--- config.mk ---
export PLATFORM = sky130hd
export DESIGN_NAME = sleep_stage_classifier
export DESIGN_NICKNAME = d
export VERILOG_FILES = /design/src/rtl/ssc_pkg.sv /design/src/rtl/sleep_stage_classifier.sv /design/src/rtl/ssc_ctrl.sv /design/src/rtl/ssc_datapath.sv
export SDC_FILE = /design/constraint.sdc
export NUM_CORES = 1
export LEC_CHECK = 0
export BUFFER_PORTS_ARGS = -buffer_cell sky130_fd_sc_hd__clkbuf_2
export CAP_MARGIN = 20
export CELL_PAD_IN_SITES_DETAIL_PLACEMENT = 1
export CELL_PAD_IN_SITES_GLOBAL_PLACEMENT = 1
export CORE_MARGIN = 4
export CORE_UTILIZATION = 30
export DETAILED_ROUTE_END_ITERATION = 10
export PLACE_DENSITY_LB_ADDON = 0.1
export SETUP_SLACK_MARGIN = 0.4
export SLEW_MARGIN = 20
export SYNTH_ARGS = -nofsm -noshare
export SYNTH_HDL_FRONTEND = slang
export SYNTH_SLANG_ARGS = --single-unit
export TNS_END_PERCENT = 30
--- constraint.sdc ---
create_clock -name clk -period 14.75 [get_ports clk]
set_input_delay 0.7375 -clock clk [delete_from_list [all_inputs] [get_ports clk]]
set_output_delay 0.7375 -clock clk [all_outputs]
set_load 0.005 [all_outputs]
--- src/rtl/ssc_pkg.sv ---
//------------------------------------------------------------------------------
// ssc_pkg
// Shared codes, widths and controller/datapath interface types for the
// sleep stage classifier.
//------------------------------------------------------------------------------
`default_nettype none

package ssc_pkg;

  localparam int ValW    = 16;
  localparam int FactorW = 12;
  localparam int NightW  = 8;
  localparam int StageW  = 2;
  localparam int CfgIdxW = 2;
  localparam int ProdW   = ValW + FactorW;
  localparam int SumW    = ValW + NightW + 1;
  localparam int DsrW    = NightW + 1;
  localparam int CntW    = $clog2(SumW + 1);
  localparam int InDataW  = 48;
  localparam int OutDataW = 32;

  localparam logic [NightW-1:0] NIGHT_MAX = 8'd255;
  localparam logic [1:0]        HIST_LEN  = 2'd3;

  localparam logic [StageW-1:0] STAGE_AWAKE = 2'd0;
  localparam logic [StageW-1:0] STAGE_LIGHT = 2'd1;
  localparam logic [StageW-1:0] STAGE_DEEP  = 2'd2;

  localparam logic CMD_TICK    = 1'b0;
  localparam logic CMD_SESSION = 1'b1;

  localparam logic [CfgIdxW-1:0] CFG_MOTION = 2'd0;
  localparam logic [CfgIdxW-1:0] CFG_STILL  = 2'd1;
  localparam logic [CfgIdxW-1:0] CFG_FACTOR = 2'd2;

  typedef struct packed {
    logic latch;
    logic mul;
    logic classify;
    logic div_init;
    logic div_step;
    logic update;
    logic out_load;
  } ssc_cmd_t;

  typedef struct packed {
    logic session;
    logic median_zero;
    logic night_zero;
    logic div_last;
    logic out_free;
  } ssc_status_t;

endpackage

`default_nettype wire

--- src/rtl/sleep_stage_classifier.sv ---
//------------------------------------------------------------------------------
// sleep_stage_classifier
// Labels ticks awake/light/deep with 3-tick majority smoothing and keeps a
// running-mean RMSSD baseline over nights.
//------------------------------------------------------------------------------
// One word is processed at a time. A classify tick steps through latch,
// multiply, classify and load; a session end steps through latch, multiply
// and load when the median is zero, adds an update before the load on the
// first night, and otherwise runs the 25-step restoring divider of the
// baseline mean between multiply and update.
// The output register lets a result wait while the next word is accepted.
// Config writes are always ready and should be issued while idle.
`default_nettype none

module sleep_stage_classifier (
  input  wire logic        clk,
  input  wire logic        rst,
  input  wire logic        cfg_valid,
  output logic             cfg_ready,
  input  wire logic [1:0]  cfg_index,
  input  wire logic [15:0] cfg_data,
  input  wire logic        s_axis_tvalid,
  output logic             s_axis_tready,
  input  wire logic [47:0] s_axis_tdata,  // activity, rmssd, night_median
  input  wire logic [0:0]  s_axis_tuser,  // cmd
  output logic             m_axis_tvalid,
  input  wire logic        m_axis_tready,
  output logic [31:0]      m_axis_tdata,  // stage, baseline_out, nights_out, zero pad
  output logic [0:0]       m_axis_tuser   // stage_valid
);
  import ssc_pkg::*;

  ssc_cmd_t    cmd;
  ssc_status_t status;

  assign cfg_ready = 1'b1;

  ssc_ctrl u_ctrl (
    .clk      (clk),
    .rst      (rst),
    .in_valid (s_axis_tvalid),
    .in_ready (s_axis_tready),
    .status   (status),
    .cmd      (cmd)
  );

  ssc_datapath u_dp (
    .clk       (clk),
    .rst       (rst),
    .cfg_we    (cfg_valid && cfg_ready),
    .cfg_index (cfg_index),
    .cfg_data  (cfg_data),
    .in_cmd    (s_axis_tuser[0]),
    .in_data   (s_axis_tdata),
    .cmd       (cmd),
    .status    (status),
    .out_ready (m_axis_tready),
    .out_valid (m_axis_tvalid),
    .out_flag  (m_axis_tuser[0]),
    .out_data  (m_axis_tdata)
  );

  a_one_at_a_time: assert property (@(posedge clk) disable iff (rst)
    s_axis_tvalid && s_axis_tready |=> !s_axis_tready)
    else $error("word accepted while busy");

  a_stage_code: assert property (@(posedge clk) disable iff (rst)
    m_axis_tvalid |-> m_axis_tdata[1:0] != 2'd3)
    else $error("illegal stage code");

  a_session_stage: assert property (@(posedge clk) disable iff (rst)
    m_axis_tvalid && !m_axis_tuser[0] |-> m_axis_tdata[1:0] == STAGE_AWAKE)
    else $error("stage not zero on session result");

  a_baseline_nights: assert property (@(posedge clk) disable iff (rst)
    m_axis_tvalid |-> ((m_axis_tdata[17:2] == 16'd0) == (m_axis_tdata[25:18] == 8'd0)))
    else $error("baseline and night count disagree");

endmodule

`default_nettype wire

--- src/rtl/ssc_ctrl.sv ---
//------------------------------------------------------------------------------
// ssc_ctrl
// Sequencer: accepts one word, steps the datapath through classify or baseline
// update (nonzero median only), then hands the result to the output register.
//------------------------------------------------------------------------------
`default_nettype none

module ssc_ctrl (
  input  wire logic                 clk,
  input  wire logic                 rst,
  input  wire logic                 in_valid,
  output logic                      in_ready,
  input  wire ssc_pkg::ssc_status_t status,
  output ssc_pkg::ssc_cmd_t         cmd
);
  import ssc_pkg::*;

  typedef enum logic [2:0] {
    S_IDLE, S_MUL, S_CLASS, S_DIVI, S_DIV, S_UPDATE, S_FINISH
  } state_t;

  state_t state;

  assign in_ready = (state == S_IDLE);

  always_comb begin
    cmd          = '0;
    cmd.latch    = (state == S_IDLE) && in_valid;
    cmd.mul      = (state == S_MUL);
    cmd.classify = (state == S_CLASS);
    cmd.div_init = (state == S_DIVI);
    cmd.div_step = (state == S_DIV);
    cmd.update   = (state == S_UPDATE);
    cmd.out_load = (state == S_FINISH) && status.out_free;
  end

  always_ff @(posedge clk) begin
    if (rst) begin
      state <= S_IDLE;
    end else begin
      unique case (state)
        S_IDLE: begin
          if (in_valid) state <= S_MUL;
        end
        S_MUL: begin
          if (!status.session)         state <= S_CLASS;
          else if (status.median_zero) state <= S_FINISH;
          else if (status.night_zero)  state <= S_UPDATE;
          else                         state <= S_DIVI;
        end
        S_CLASS:  state <= S_FINISH;
        S_DIVI:   state <= S_DIV;
        S_DIV: begin
          if (status.div_last) state <= S_UPDATE;
        end
        S_UPDATE: state <= S_FINISH;
        S_FINISH: begin
          if (status.out_free) state <= S_IDLE;
        end
        default:  state <= S_IDLE;
      endcase
    end
  end

endmodule

`default_nettype wire

--- src/rtl/ssc_datapath.sv ---
//------------------------------------------------------------------------------
// ssc_datapath
// Config registers, shared multiplier, label history and vote, restoring
// divider for the baseline mean, and the output register.
//------------------------------------------------------------------------------
`default_nettype none

module ssc_datapath (
  input  wire logic                          clk,
  input  wire logic                          rst,
  input  wire logic                          cfg_we,
  input  wire logic [ssc_pkg::CfgIdxW-1:0]   cfg_index,
  input  wire logic [ssc_pkg::ValW-1:0]      cfg_data,
  input  wire logic                          in_cmd,
  input  wire logic [ssc_pkg::InDataW-1:0]   in_data,
  input  wire ssc_pkg::ssc_cmd_t             cmd,
  output ssc_pkg::ssc_status_t               status,
  input  wire logic                          out_ready,
  output logic                               out_valid,
  output logic                               out_flag,
  output logic [ssc_pkg::OutDataW-1:0]       out_data
);
  import ssc_pkg::*;

  logic [ValW-1:0]    motion_thr, still_thr;
  logic [FactorW-1:0] factor;

  logic               r_cmd;
  logic [ValW-1:0]    r_act, r_rmssd, r_median;

  logic [ValW-1:0]    baseline;
  logic [NightW-1:0]  nights;
  logic [ProdW-1:0]   prod;

  logic [StageW-1:0]  hist [HIST_LEN];
  logic [1:0]         slot, fill;
  logic [StageW-1:0]  stage_r;

  logic [SumW-1:0]    dvd;
  logic [DsrW-1:0]    rem, dsr;
  logic [CntW-1:0]    cnt;

  // config
  always_ff @(posedge clk) begin
    if (rst) begin
      motion_thr <= 16'hFFFF;
      still_thr  <= '0;
      factor     <= 12'd256;
    end else if (cfg_we) begin
      unique case (cfg_index)
        CFG_MOTION: motion_thr <= cfg_data;
        CFG_STILL:  still_thr  <= cfg_data;
        CFG_FACTOR: factor     <= cfg_data[FactorW-1:0];
        default: ;
      endcase
    end
  end

  // input latch and shared multiplier
  logic [FactorW-1:0] mul_op;
  assign mul_op = r_cmd ? {{(FactorW-NightW){1'b0}}, nights} : factor;

  always_ff @(posedge clk) begin
    if (cmd.latch) begin
      r_cmd    <= in_cmd;
      r_act    <= in_data[15:0];
      r_rmssd  <= in_data[31:16];
      r_median <= in_data[47:32];
    end
    if (cmd.mul) prod <= baseline * mul_op;
  end

  // classify and vote
  logic [ValW-1:0]   scaled;
  logic [StageW-1:0] inst, vote;
  logic [StageW-1:0] h0, h1, h2;

  assign scaled = (prod[ProdW-1:ValW+8] != '0) ? 16'hFFFF : prod[ValW+7:8];

  always_comb begin
    if (r_act > motion_thr)
      inst = STAGE_AWAKE;
    else if (r_act < still_thr && baseline != '0 && r_rmssd > scaled)
      inst = STAGE_DEEP;
    else
      inst = STAGE_LIGHT;
    h0 = (slot == 2'd0) ? inst : hist[0];
    h1 = (slot == 2'd1) ? inst : hist[1];
    h2 = (slot == 2'd2) ? inst : hist[2];
    if (fill < HIST_LEN - 2'd1) vote = inst;
    else if (h0 == h1 || h0 == h2) vote = h0;
    else if (h1 == h2) vote = h1;
    else vote = inst;
  end

  always_ff @(posedge clk) begin
    if (cmd.classify) begin
      hist[slot] <= inst;
      stage_r    <= vote;
    end
  end

  always_ff @(posedge clk) begin
    if (rst) begin
      slot <= '0;
      fill <= '0;
    end else if (cmd.classify) begin
      slot <= (slot == HIST_LEN - 2'd1) ? 2'd0 : slot + 2'd1;
      if (fill != HIST_LEN) fill <= fill + 2'd1;
    end
  end

  // restoring divider, one quotient bit per cycle
  logic [DsrW:0] rem_sh, rem_diff;
  logic          ge;

  assign rem_sh   = {rem, dvd[SumW-1]};
  assign rem_diff = rem_sh - {1'b0, dsr};
  assign ge       = (rem_sh >= {1'b0, dsr});

  always_ff @(posedge clk) begin
    if (cmd.div_init) begin
      dvd <= {1'b0, prod[SumW-2:0]} + {{(SumW-ValW){1'b0}}, r_median};
      dsr <= {1'b0, nights} + 9'd1;
      rem <= '0;
      cnt <= CntW'(SumW);
    end else if (cmd.div_step) begin
      rem <= ge ? rem_diff[DsrW-1:0] : rem_sh[DsrW-1:0];
      dvd <= {dvd[SumW-2:0], ge};
      cnt <= cnt - 1'b1;
    end
  end

  // baseline state
  always_ff @(posedge clk) begin
    if (rst) begin
      baseline <= '0;
      nights   <= '0;
    end else if (cmd.update) begin
      baseline <= (nights == '0) ? r_median : dvd[ValW-1:0];
      if (nights != NIGHT_MAX) nights <= nights + 1'b1;
    end
  end

  // output register
  always_ff @(posedge clk) begin
    if (rst) begin
      out_valid <= 1'b0;
    end else if (cmd.out_load) begin
      out_valid <= 1'b1;
    end else if (out_ready) begin
      out_valid <= 1'b0;
    end
  end

  always_ff @(posedge clk) begin
    if (cmd.out_load) begin
      out_flag <= (r_cmd == CMD_TICK);
      out_data <= {6'd0, nights, baseline,
                   (r_cmd == CMD_TICK) ? stage_r : STAGE_AWAKE};
    end
  end

  always_comb begin
    status             = '0;
    status.session     = (r_cmd == CMD_SESSION);
    status.median_zero = (r_median == '0);
    status.night_zero  = (nights == '0);
    status.div_last    = (cnt == CntW'(1));
    status.out_free    = !out_valid || out_ready;
  end

endmodule

`default_nettype wire

==> metrics, run 1 <==
status=finished, final reports clean; I/O pins=108; H-tree depth=1; post-route clock skew=0.0138 ns; final std cells w/o fill=2,673; Post-synth EDFFs=146; synth cell count leaders=nand2_1 (267), inv_1 (258), edfxtp_1 (146); share of the synthesized area in the top cell type=25.0%; Worst-path clk slew=0.06 ns; clk buf depth=3; Root Driver=clkbuf_16; cell count along the critical path=20; Synth area leaders=edfxtp_1 (25%), fa_1 (16%), dfxtp_1 (10%); register area=6190 um^2; initial antenna violation count=1; global-route wire length before repair=78,900 um; Yosys warnings=0; fin nets=2,243; Post-Synthesis Cell Area=17,500 um^2; gate count after technology mapping=1,812; switching share of power=37.3%; via/cell ratio=4.80; Critical R2R Capture=u_dp.prod[26]; placed insts=2,620; Comb power frac=31.7%; drt drc=0; drt wl/cell=18.4 um; die area=62,300 um^2; DR pass1 iterations=4; CP startpoint kind=flip-flop; FF-to-FF Start=u_dp.r_cmd; CP Data Required Time=15.08 ns; Psw=939 uW; clk_lat worst skew=0.58 ns; CTS sink cnt=236; register share of total power=41.2%; drt initial violations=489; worst path buffer plus inverter count=3; TritonCTS clock tree=built; Hold Crit Start=s_axis_tdata[39]; asr flop ratio synth=0%; routed wire length=49,200 um; Num CTS Buffers=29; #FFs+latches synth=236; Setup crit end=u_dp.prod[26]; Port Buf Inserts=100; Yosys cell types=71; gr ovfl total=0; worst r2r path cells=20; final slew viol count=0; Slew headroom=26.8%; Setup TNS=0 ns; site row count=88; Final Setup Violations=0; GRT Resource Usage Total=15.7%; die height=250 um; CP Capture Type=flip-flop; crit path kind=reg -> reg; hold crit path type=in -> reg; synthesis-to-layout area growth=12.5%; delay-heaviest family, CP=adder cells; post-cts sizing count=0; Worst VDD drop=0.0000883 V; largest net degree at the start of global routing=77; slew at the pin closest to its max-slew limit=1.10 ns; main flop type after synthesis=edfxtp_1; Multi-input gate area=10,100 um^2; Hold-fix buffers, CTS=0; CP max FO=17; Crit. Startpoint=u_dp.r_cmd; dpl hpwl=38,100 um; FMAX=0.138 GHz; R2R Setup Slk=7.51 ns; antenna diode count=0; Initial Util=30.4%; Final Core Density=34.2%; Leak=8.74 nW; vias=12,827; max cap viols=0; RSZ-0062 raised after global routing=no; min Tclk post-route=7.24 ns; Post-DRT Antenna Nets=0; gpl congestion=0.838; core box area=57,700 um^2; Die W=250 um; postcts setup bufs=0; Max stage delay on crit path=0.94 ns; clock power share=27.1%; crit-path most repeated cell=fa_1; pwr dens=128 nW/um^2; Mean Syn Cell Area=9.67 um^2; critical path arrival=7.56 ns; Critical-path top delay cell=nor2b_1; Final Hold Fails=0; vias in the first global route=13,943; CP cell instances=nor2b_1 > nand2_1 > fa_1 > fa_1 > inv_1 > fa_1 > fa_1 > inv_1 > fa_1 > inv_1 > ha_1 > and4_1 > o311a_1 > o211ai_1 > o21ai_1 > a21oi_1 > o31ai_1 > a211o_1 > a21oi_1 > xnor2_1; leading area contributor after synthesis=edfxtp_1; Power Total=2.52 mW; final worst-path cycle share=49.1%; share of layout cells above drive strength 1=9.96%; internal power=1.58 mW; Fillers=6,606; sequential element share of the synthesized area=35.3%; most frequent cell after synthesis=nand2_1
==> cells by family (layout without fill, tap and decap cells) <==
group                    after synthesis  in the layout  synth area share, %
flip-flops                           236            236                 35.3
AO/OA/AOI/OAI                        282            282                 10.5
other                                  2              7               0.0429
multiplexers                          30             30                 1.79
adder cells (fa/ha/maj)              285            285                 26.4
AND/OR/NAND/NOR                      574            574                 15.2
XOR/XNOR                              67             67                 3.35
buffers and inverters                336            427                 7.36
==> through the flow <==
stage	hold slack (ns)	cell area (um^2)	setup WS, ns
3_5_place_dp	0.446	18800	7.50
5_1_grt	0.300	19700	7.09
6_report	0.336	19700	7.51
4_1_cts	0.287	19700	7.44
3_3_place_gp	0.444	18800	7.65
2_1_floorplan	0.432	17500	8.47
==> layout make-up <==
type | instances | share of cell area, %
Sequential cell | 236 | 31.4
Timing Repair Buffer | 115 | 3.11
Clock buffer | 39 | 3.92
Clock inverter | 14 | 0.616
Tap cell | 765 | 4.86
Multi-Input combinational cell | 1245 | 51.2
Inverter | 259 | 4.95
==> worst min path at each step <==
| stage | cells after the start | to |
|---|---|---|
| 2_1_floorplan | 2 | u_dp.factor[10] |
| 3_5_place_dp | 0 | u_dp.out_data[3] |
| 6_report | 1 | u_dp.r_median[7] |
| 4_1_cts | 1 | u_dp.r_median[12] |
| 3_3_place_gp | 2 | u_dp.still_thr[3] |
| 5_1_grt | 1 | u_dp.r_rmssd[4] |
==> power groups by stage <==
stage | registers [mW] | logic, mW | clock network, mW
after detailed placement | 1.05 | 0.808 | 0
final | 1.04 | 0.796 | 0.682
after floorplan | 0.958 | 0.599 | 0
after global placement | 1.05 | 0.792 | 0
after global routing | 1.06 | 0.911 | 0.740
after CTS | 1.04 | 0.814 | 0.710
==> state kept, by name (all words and copies together) (netlist names) <==
| name | flops |
|---|---|
| u_dp.prod | 28 |
| u_dp.out_data | 26 |
| u_dp.dvd | 25 |
| u_dp.baseline | 16 |
| u_dp.motion_thr | 16 |
| u_dp.r_act | 16 |
| u_dp.r_median | 16 |
| u_dp.r_rmssd | 16 |
| u_dp.still_thr | 16 |
| u_dp.factor | 12 |
| u_dp.dsr | 9 |
| u_dp.rem | 9 |
| u_dp.nights | 8 |
| u_dp.hist | 6 |
| u_dp.cnt | 5 |
| u_ctrl.state | 3 |
| u_dp.fill | 2 |
| u_dp.slot | 2 |
| u_dp.stage_r | 2 |
| u_dp.out_flag | 1 |
| u_dp.out_valid | 1 |
| u_dp.r_cmd | 1 |
==> routing by layer <==
| layer | wire (um) | global-route usage, % | up-vias |
|---|---|---|---|
| met1 | 22900 | 21.6 | 6472 |
| met5 | 0 | 0 | - |
| met4 | 1060 | 3.03 | 0 |
| met3 | 1600 | 1.90 | 50 |
| li1 | - | - | 6139 |
| met2 | 23600 | 26.9 | 166 |
==> cells in the final DEF, fill, tap and decap left out, types with 18 or more instances in the layout <==
| master | count |
|---|---|
| a211o_1 | 18 |
| a211oi_1 | 23 |
| a21o_1 | 21 |
| a21oi_1 | 92 |
| and2_1 | 76 |
| clkbuf_16 | 29 |
| clkbuf_2 | 100 |
| dfxtp_1 | 90 |
| edfxtp_1 | 146 |
| fa_1 | 142 |
| ha_1 | 143 |
| inv_1 | 258 |
| mux2i_1 | 20 |
| nand2_1 | 266 |
| nand3_1 | 23 |
| nor2_1 | 105 |
| nor2b_1 | 18 |
| o21ai_0 | 43 |
| xnor2_1 | 42 |
| xor2_1 | 25 |
No activity file was read; power rests on OpenSTA's default activity.
==> inputs of run 2 (changes only) <==
Clock period 14.75 ns to 7 ns, I/O delays scaled along.
==> run 2 against run 1 <==
Net effect:
- highest routed layer unchanged
- clock power increased by 150%
- register-to-register slack worse by 6.9 ns
- largest power group unchanged
- final cell count is 2.9% higher
- routed wire length is 6.1% higher
- final area grew 4.5%
- utilization is 1.6 points higher
==> metrics, run 2 (same netlist as run 1, synthesis figures left out) <==
share of layout cells above drive strength 1=11.5% (+1.6 points); final instance area=20,600 um^2 (+4.5%); Setup crit end=u_dp.prod[26]; gpl congestion=0.789 (-5.9%); fin nets=2,317 (+3.3%); Multi-input gate area=10,100 um^2 (+0.55%); Setup TNS=0 ns (unchanged); initial antenna violation count=1 (unchanged); Placed Area=19,000 um^2 (+0.79%); Slew headroom=33.1% (+6.3 points); clk buf depth=3 (unchanged); CP Capture Type=flip-flop; global-route wire length before repair=83,000 um (+5.1%); Root Driver=clkbuf_16; final worst-path cycle share=90.8% (+42 points); vias in the first global route=14,146 (+1.5%); final slew viol count=0 (unchanged); Largest regs=u_dp.prod: 28 flops, u_dp.out_data: 26 flops, u_dp.dvd: 25 flops; FMAX=0.157 GHz (+14%); dpl hpwl=40,100 um (+5.4%); H-tree depth=2 (+1); site row count=88 (unchanged); drt wl/cell=19.0 um (+3.1%); Final Setup Violations=0 (unchanged); crit path kind=reg -> reg; DR pass1 iterations=4 (unchanged); metal1 wirelength=24,500 um (+6.8%); RSZ-0062 raised after global routing=yes; clk_lat worst skew=0.54 ns (-0.04 ns); FF-to-FF Start=u_dp.r_cmd; Leak=9.16 nW (+4.8%); synthesis-to-layout area growth=17.6%; CP max FO=16 (-1); register area=6190 um^2 (unchanged); die area=62,300 um^2 (unchanged); core box area=57,700 um^2 (unchanged); via/cell ratio=4.74 (-1.2%); register name with the most flops=u_dp.prod; hold crit path type=in -> reg; worst r2r path cells=22 (+10%); die height=250 um (unchanged); CP startpoint kind=flip-flop; Fillers=6,598 (-0.12%); gr ovfl total=0 (unchanged); R2R Setup Slk=0.64 ns (-6.87 ns); Num CTS Buffers=34 (+17%); GRT Resource Usage Total=16.8% (+1.1 points); Critical R2R Capture=u_dp.prod[26]; max cap viols=0 (unchanged); Port Buf Inserts=100 (unchanged); CTS sink cnt=236 (unchanged); min Tclk post-route=6.36 ns (-0.880 ns); most frequent cells in the layout=nand2_1 (267), inv_1 (258), edfxtp_1 (146), fa_1 (142), ha_1 (142); vias=13,034 (+1.6%); pwr dens=274 nW/um^2 (+110%); drt drc=0 (unchanged); routed wire length=52,200 um (+6.1%); met3 wire len=1280 um (-20%); slew at the pin closest to its max-slew limit=1.00 ns (-0.0950 ns); Worst-path clk slew=0.06 ns (about the same); critical path arrival=6.65 ns (-0.91 ns); Top Metal Used=met4; Final Hold Fails=0 (unchanged); status=finished, final reports clean; Crit. Startpoint=u_dp.r_cmd; Power Total=5.64 mW (+120%); largest net degree at the start of global routing=77 (unchanged); met2 routed WL=25,600 um (+8.4%); most common cell after layout, fill and taps aside=nand2_1; I/O pins=108 (unchanged); TritonCTS clock tree=built; CP Data Required Time=7.29 ns (-7.79 ns); Initial Util=30.4% (unchanged); max FFs per register=28 (unchanged); Die W=250 um (unchanged); Worst VDD drop=0.000199 V (+130%); post-route clock skew=0.0267 ns (+0.0129 ns); Post-DRT Antenna Nets=0 (unchanged); drt initial violations=560 (+15%)
[run 2: timing repair]
item,in CTS,in global routing
setup endpoints to repair,3,5
resized for setup,1,18
setup buffers,2,1
hold endpoints to repair,46,0
pin swaps,1,0
hold buffers,46,0
[run 2: layout make-up]
cell class                 count  share of cell area, %
tap                          765                   4.65
antenna                        1                 0.0121
clock buffer                  47                   4.71
sequential                   236                   30.0
multi-input combinational   1245                   49.2
inverter                     259                   4.73
clock inverter                13                  0.528
timing repair buffer         184                   6.14
[run 2: critical path: stages (launching register included)]
cell,delay (ns)
edfxtp_1,0.47
mux2_2,0.51
and2_1,0.23
fa_1,0.50
inv_1,0.05
fa_1,0.47
inv_1,0.06
fa_1,0.51
fa_1,0.54
inv_1,0.06
fa_1,0.53
inv_1,0.04
ha_1,0.39
and4_1,0.24
o311a_1,0.12
o211ai_1,0.17
buf_4,0.17
o21ai_1,0.09
a21oi_2,0.30
o31ai_4,0.13
a211o_1,0.27
a21oi_1,0.18
xnor2_1,0.08
[run 2: how the worst min path moves through the flow]
stage	from	end	slack, ns	cells past startpoint
2_1_floorplan	u_dp.factor[10]	u_dp.factor[10]	0.43	2
3_3_place_gp	u_dp.still_thr[3]	u_dp.still_thr[3]	0.44	2
3_5_place_dp	u_dp.still_thr[9]	u_dp.still_thr[9]	0.45	2
4_1_cts	s_axis_tdata[33]	u_dp.r_median[1]	0.001	1
5_1_grt	s_axis_tdata[33]	u_dp.r_median[1]	0.005	1
6_report	s_axis_tdata[33]	u_dp.r_median[1]	0.04	1
[run 2: routing by layer]
metal,GRT usage [%],vias to the layer above
met5,0,-
met4,3.54,0
met3,2.19,45
met2,28.6,126
met1,23.1,6566
li1,-,6297
[run 2: power by group]
part	internal, mW	total, mW	leakage (nW)	switching, mW
Sequential	1.87	2.18	2.10	0.310
Combinational	0.691	1.78	6.53	1.09
Clock	1.01	1.69	0.527	0.676
[run 2: metrics by stage]
step | setup WS, ns | hold slack (ns) | util (%) | cells
detailed placement | 0.207 | 0.450 | 32.9 | 2640
global placement | 0.229 | 0.443 | 32.9 | 2640
floorplan | 0.716 | 0.432 | - | 1817
global route | 0.372 | 0.00495 | 35.7 | 2750
CTS | 0.364 | 0.00119 | 35.6 | 2748
finish | 0.641 | 0.0429 | 35.7 | 2750
==> inputs of run 3 (changes only) <==
Settings changed: CORE_ASPECT_RATIO set to 1.25, CORE_MARGIN 4 to 2.
==> run 3 against run 2 <==
Net effect:
- clock-buffer cell count down 1
- die area is 3.2% lower
- final area hardly changed
- total power shrank 1.4%
- non-clock buffer count rose by 9
- highest routed layer unchanged
==> metrics, run 3 (same netlist as run 1, synthesis figures left out) <==
status=finished, final reports clean; Die W=220 um (-12%); share of layout cells above drive strength 1=10.8% (-0.73 points); Largest regs=u_dp.prod: 28 flops, u_dp.out_data: 26 flops, u_dp.dvd: 25 flops; via/cell ratio=4.79 (+1.2%); Final Hold Fails=0 (unchanged); Setup TNS=0 ns (unchanged); min Tclk post-route=6.29 ns (-0.0641 ns); Initial Util=30.2% (-0.21 points); R2R Setup Slk=0.71 ns (+0.06 ns); Final Setup Violations=0 (unchanged); die height=274 um (+9.8%); clk_lat worst skew=0.61 ns (+0.07 ns); critical path arrival=6.65 ns (about the same); largest net degree at the start of global routing=77 (unchanged); Critical R2R Capture=u_dp.prod[27]; max FFs per register=28 (unchanged); site row count=99 (+13%); Port Buf Inserts=100 (unchanged); final worst-path cycle share=89.9% (-0.92 points); hold crit path type=in -> reg; CTS sink cnt=236 (unchanged); global-route wire length before repair=83,900 um (+1.1%); GRT Resource Usage Total=18.2% (+1.4 points); Worst-path clk slew=0.06 ns (about the same); post-route clock skew=0.0382 ns (+0.0115 ns); vias in the first global route=14,396 (+1.8%); Crit. Startpoint=u_dp.r_cmd; final slew viol count=0 (unchanged); max cap viols=0 (unchanged); Post-DRT Antenna Nets=0 (unchanged); routed wire length=53,700 um (+2.9%); fin nets=2,322 (+0.22%); gr ovfl total=0 (unchanged); I/O pins=108 (unchanged); vias=13,165 (+1.0%); Num CTS Buffers=30 (-12%); register name with the most flops=u_dp.prod; slew at the pin closest to its max-slew limit=0.952 ns (-0.0491 ns); FF-to-FF Start=u_dp.r_cmd; CP Capture Type=flip-flop; Root Driver=clkbuf_16; synthesis-to-layout area growth=17.7% (about the same); pwr dens=270 nW/um^2 (-1.5%); TritonCTS clock tree=built; die area=60,300 um^2 (-3.2%); initial antenna violation count=2 (+1); crit path kind=reg -> reg; drt drc=0 (unchanged); Fillers=6,635 (+0.56%); drt wl/cell=19.6 um (+3.0%); H-tree depth=1 (-1); Leak=9.17 nW (+0.15%); Multi-input gate area=10,100 um^2 (-0.26%); most frequent cells in the layout=nand2_1 (267), inv_1 (258), edfxtp_1 (146), ha_1 (143), fa_1 (142); RSZ-0062 raised after global routing=no; clk buf depth=3 (unchanged); Placed Area=18,900 um^2 (-0.29%); CP max FO=9 (-7); Worst VDD drop=0.000209 V (+5.0%); Slew headroom=36.5% (+3.4 points); DR pass1 iterations=4 (unchanged); hold slack=0.0293 ns (-0.0136 ns); FMAX=0.159 GHz (+1.0%); Setup crit end=u_dp.prod[27]; final instance area=20,600 um^2 (about the same); worst r2r path cells=22 (unchanged); core box area=58,100 um^2 (+0.69%); drt initial violations=509 (-9.1%); CP Data Required Time=7.36 ns (+0.07 ns); antenna diode count=0 (-1); most common cell after layout, fill and taps aside=nand2_1; gpl congestion=0.809 (+2.5%); register area=6190 um^2 (unchanged); dpl hpwl=42,500 um (+5.9%); CP startpoint kind=flip-flop
[run 3: worst max-delay path: stages, from the launching register on]
cell and delay [ns]:
edfxtp_1 0.53, buf_6 0.20, mux2_4 0.26, buf_4 0.18, nand2_1 0.09, fa_1 0.53
fa_1 0.51, inv_1 0.05, fa_1 0.49, fa_1 0.55, inv_1 0.06, fa_1 0.55
inv_1 0.05, ha_1 0.37, a21oi_1 0.16, o21ai_0 0.14, a31oi_2 0.31, nor2_1 0.11
o2111ai_1 0.27, a31oi_1 0.18, a21o_1 0.21, a21oi_1 0.17, xnor2_1 0.08
[run 3: repair_timing]
item                                    4_1_cts  5_1_grt
pin swaps                                     0        2
gates resized for setup                       1        8
endpoints found under the setup margin        2        4
hold buffers                                 59        0
buffers inserted                              0        4
hold endpoints to repair                     69        0
[run 3: area by class of cell]
cell class,count,area share [%]
tap,757,4.60
inverter,259,4.73
timing repair buffer,193,6.65
sequential,236,30.0
clock buffer,46,4.43
clock inverter,10,0.516
multi-input combinational,1245,49.1
[run 3: metal layers]
metal,global-route usage (%),vias up,part of all wire (%),wire (um)
met5,0,-,0,0
met4,5.23,0,2.7,1440
met3,1.67,61,2.7,1440
met2,34.6,153,53,28700
met1,21.6,6657,41,22100
li1,-,6294,-,-
[run 3: stage by stage]
step	utilization, %	setup slack, ns	power (mW)	std cells
CTS	35.3	0.419	5.66	2741
finish	35.5	0.706	5.56	2746
detailed placement	32.5	0.383	4.01	2626
global placement	32.5	0.495	3.97	2626
floorplan	-	0.716	3.28	1817
global route	35.5	0.384	5.95	2746
[run 3: worst min path at each step]
stage / startpoint / to / depth (start not counted)
floorplan: u_dp.factor[10] / u_dp.factor[10] / 2
global placement: u_dp.still_thr[2] / u_dp.still_thr[2] / 2
detailed placement: u_dp.still_thr[9] / u_dp.still_thr[9] / 2
CTS: cfg_data[6] / u_dp.still_thr[6] / 3
global route: cfg_data[7] / u_dp.motion_thr[7] / 2
finish: cfg_data[6] / u_dp.motion_thr[6] / 2
[run 3: where the power goes]
group          leakage [nW]  internal (mW)  switching (mW)
Sequential             2.10           1.86           0.309
Clock                 0.502          0.937           0.651
Combinational          6.57          0.689            1.11
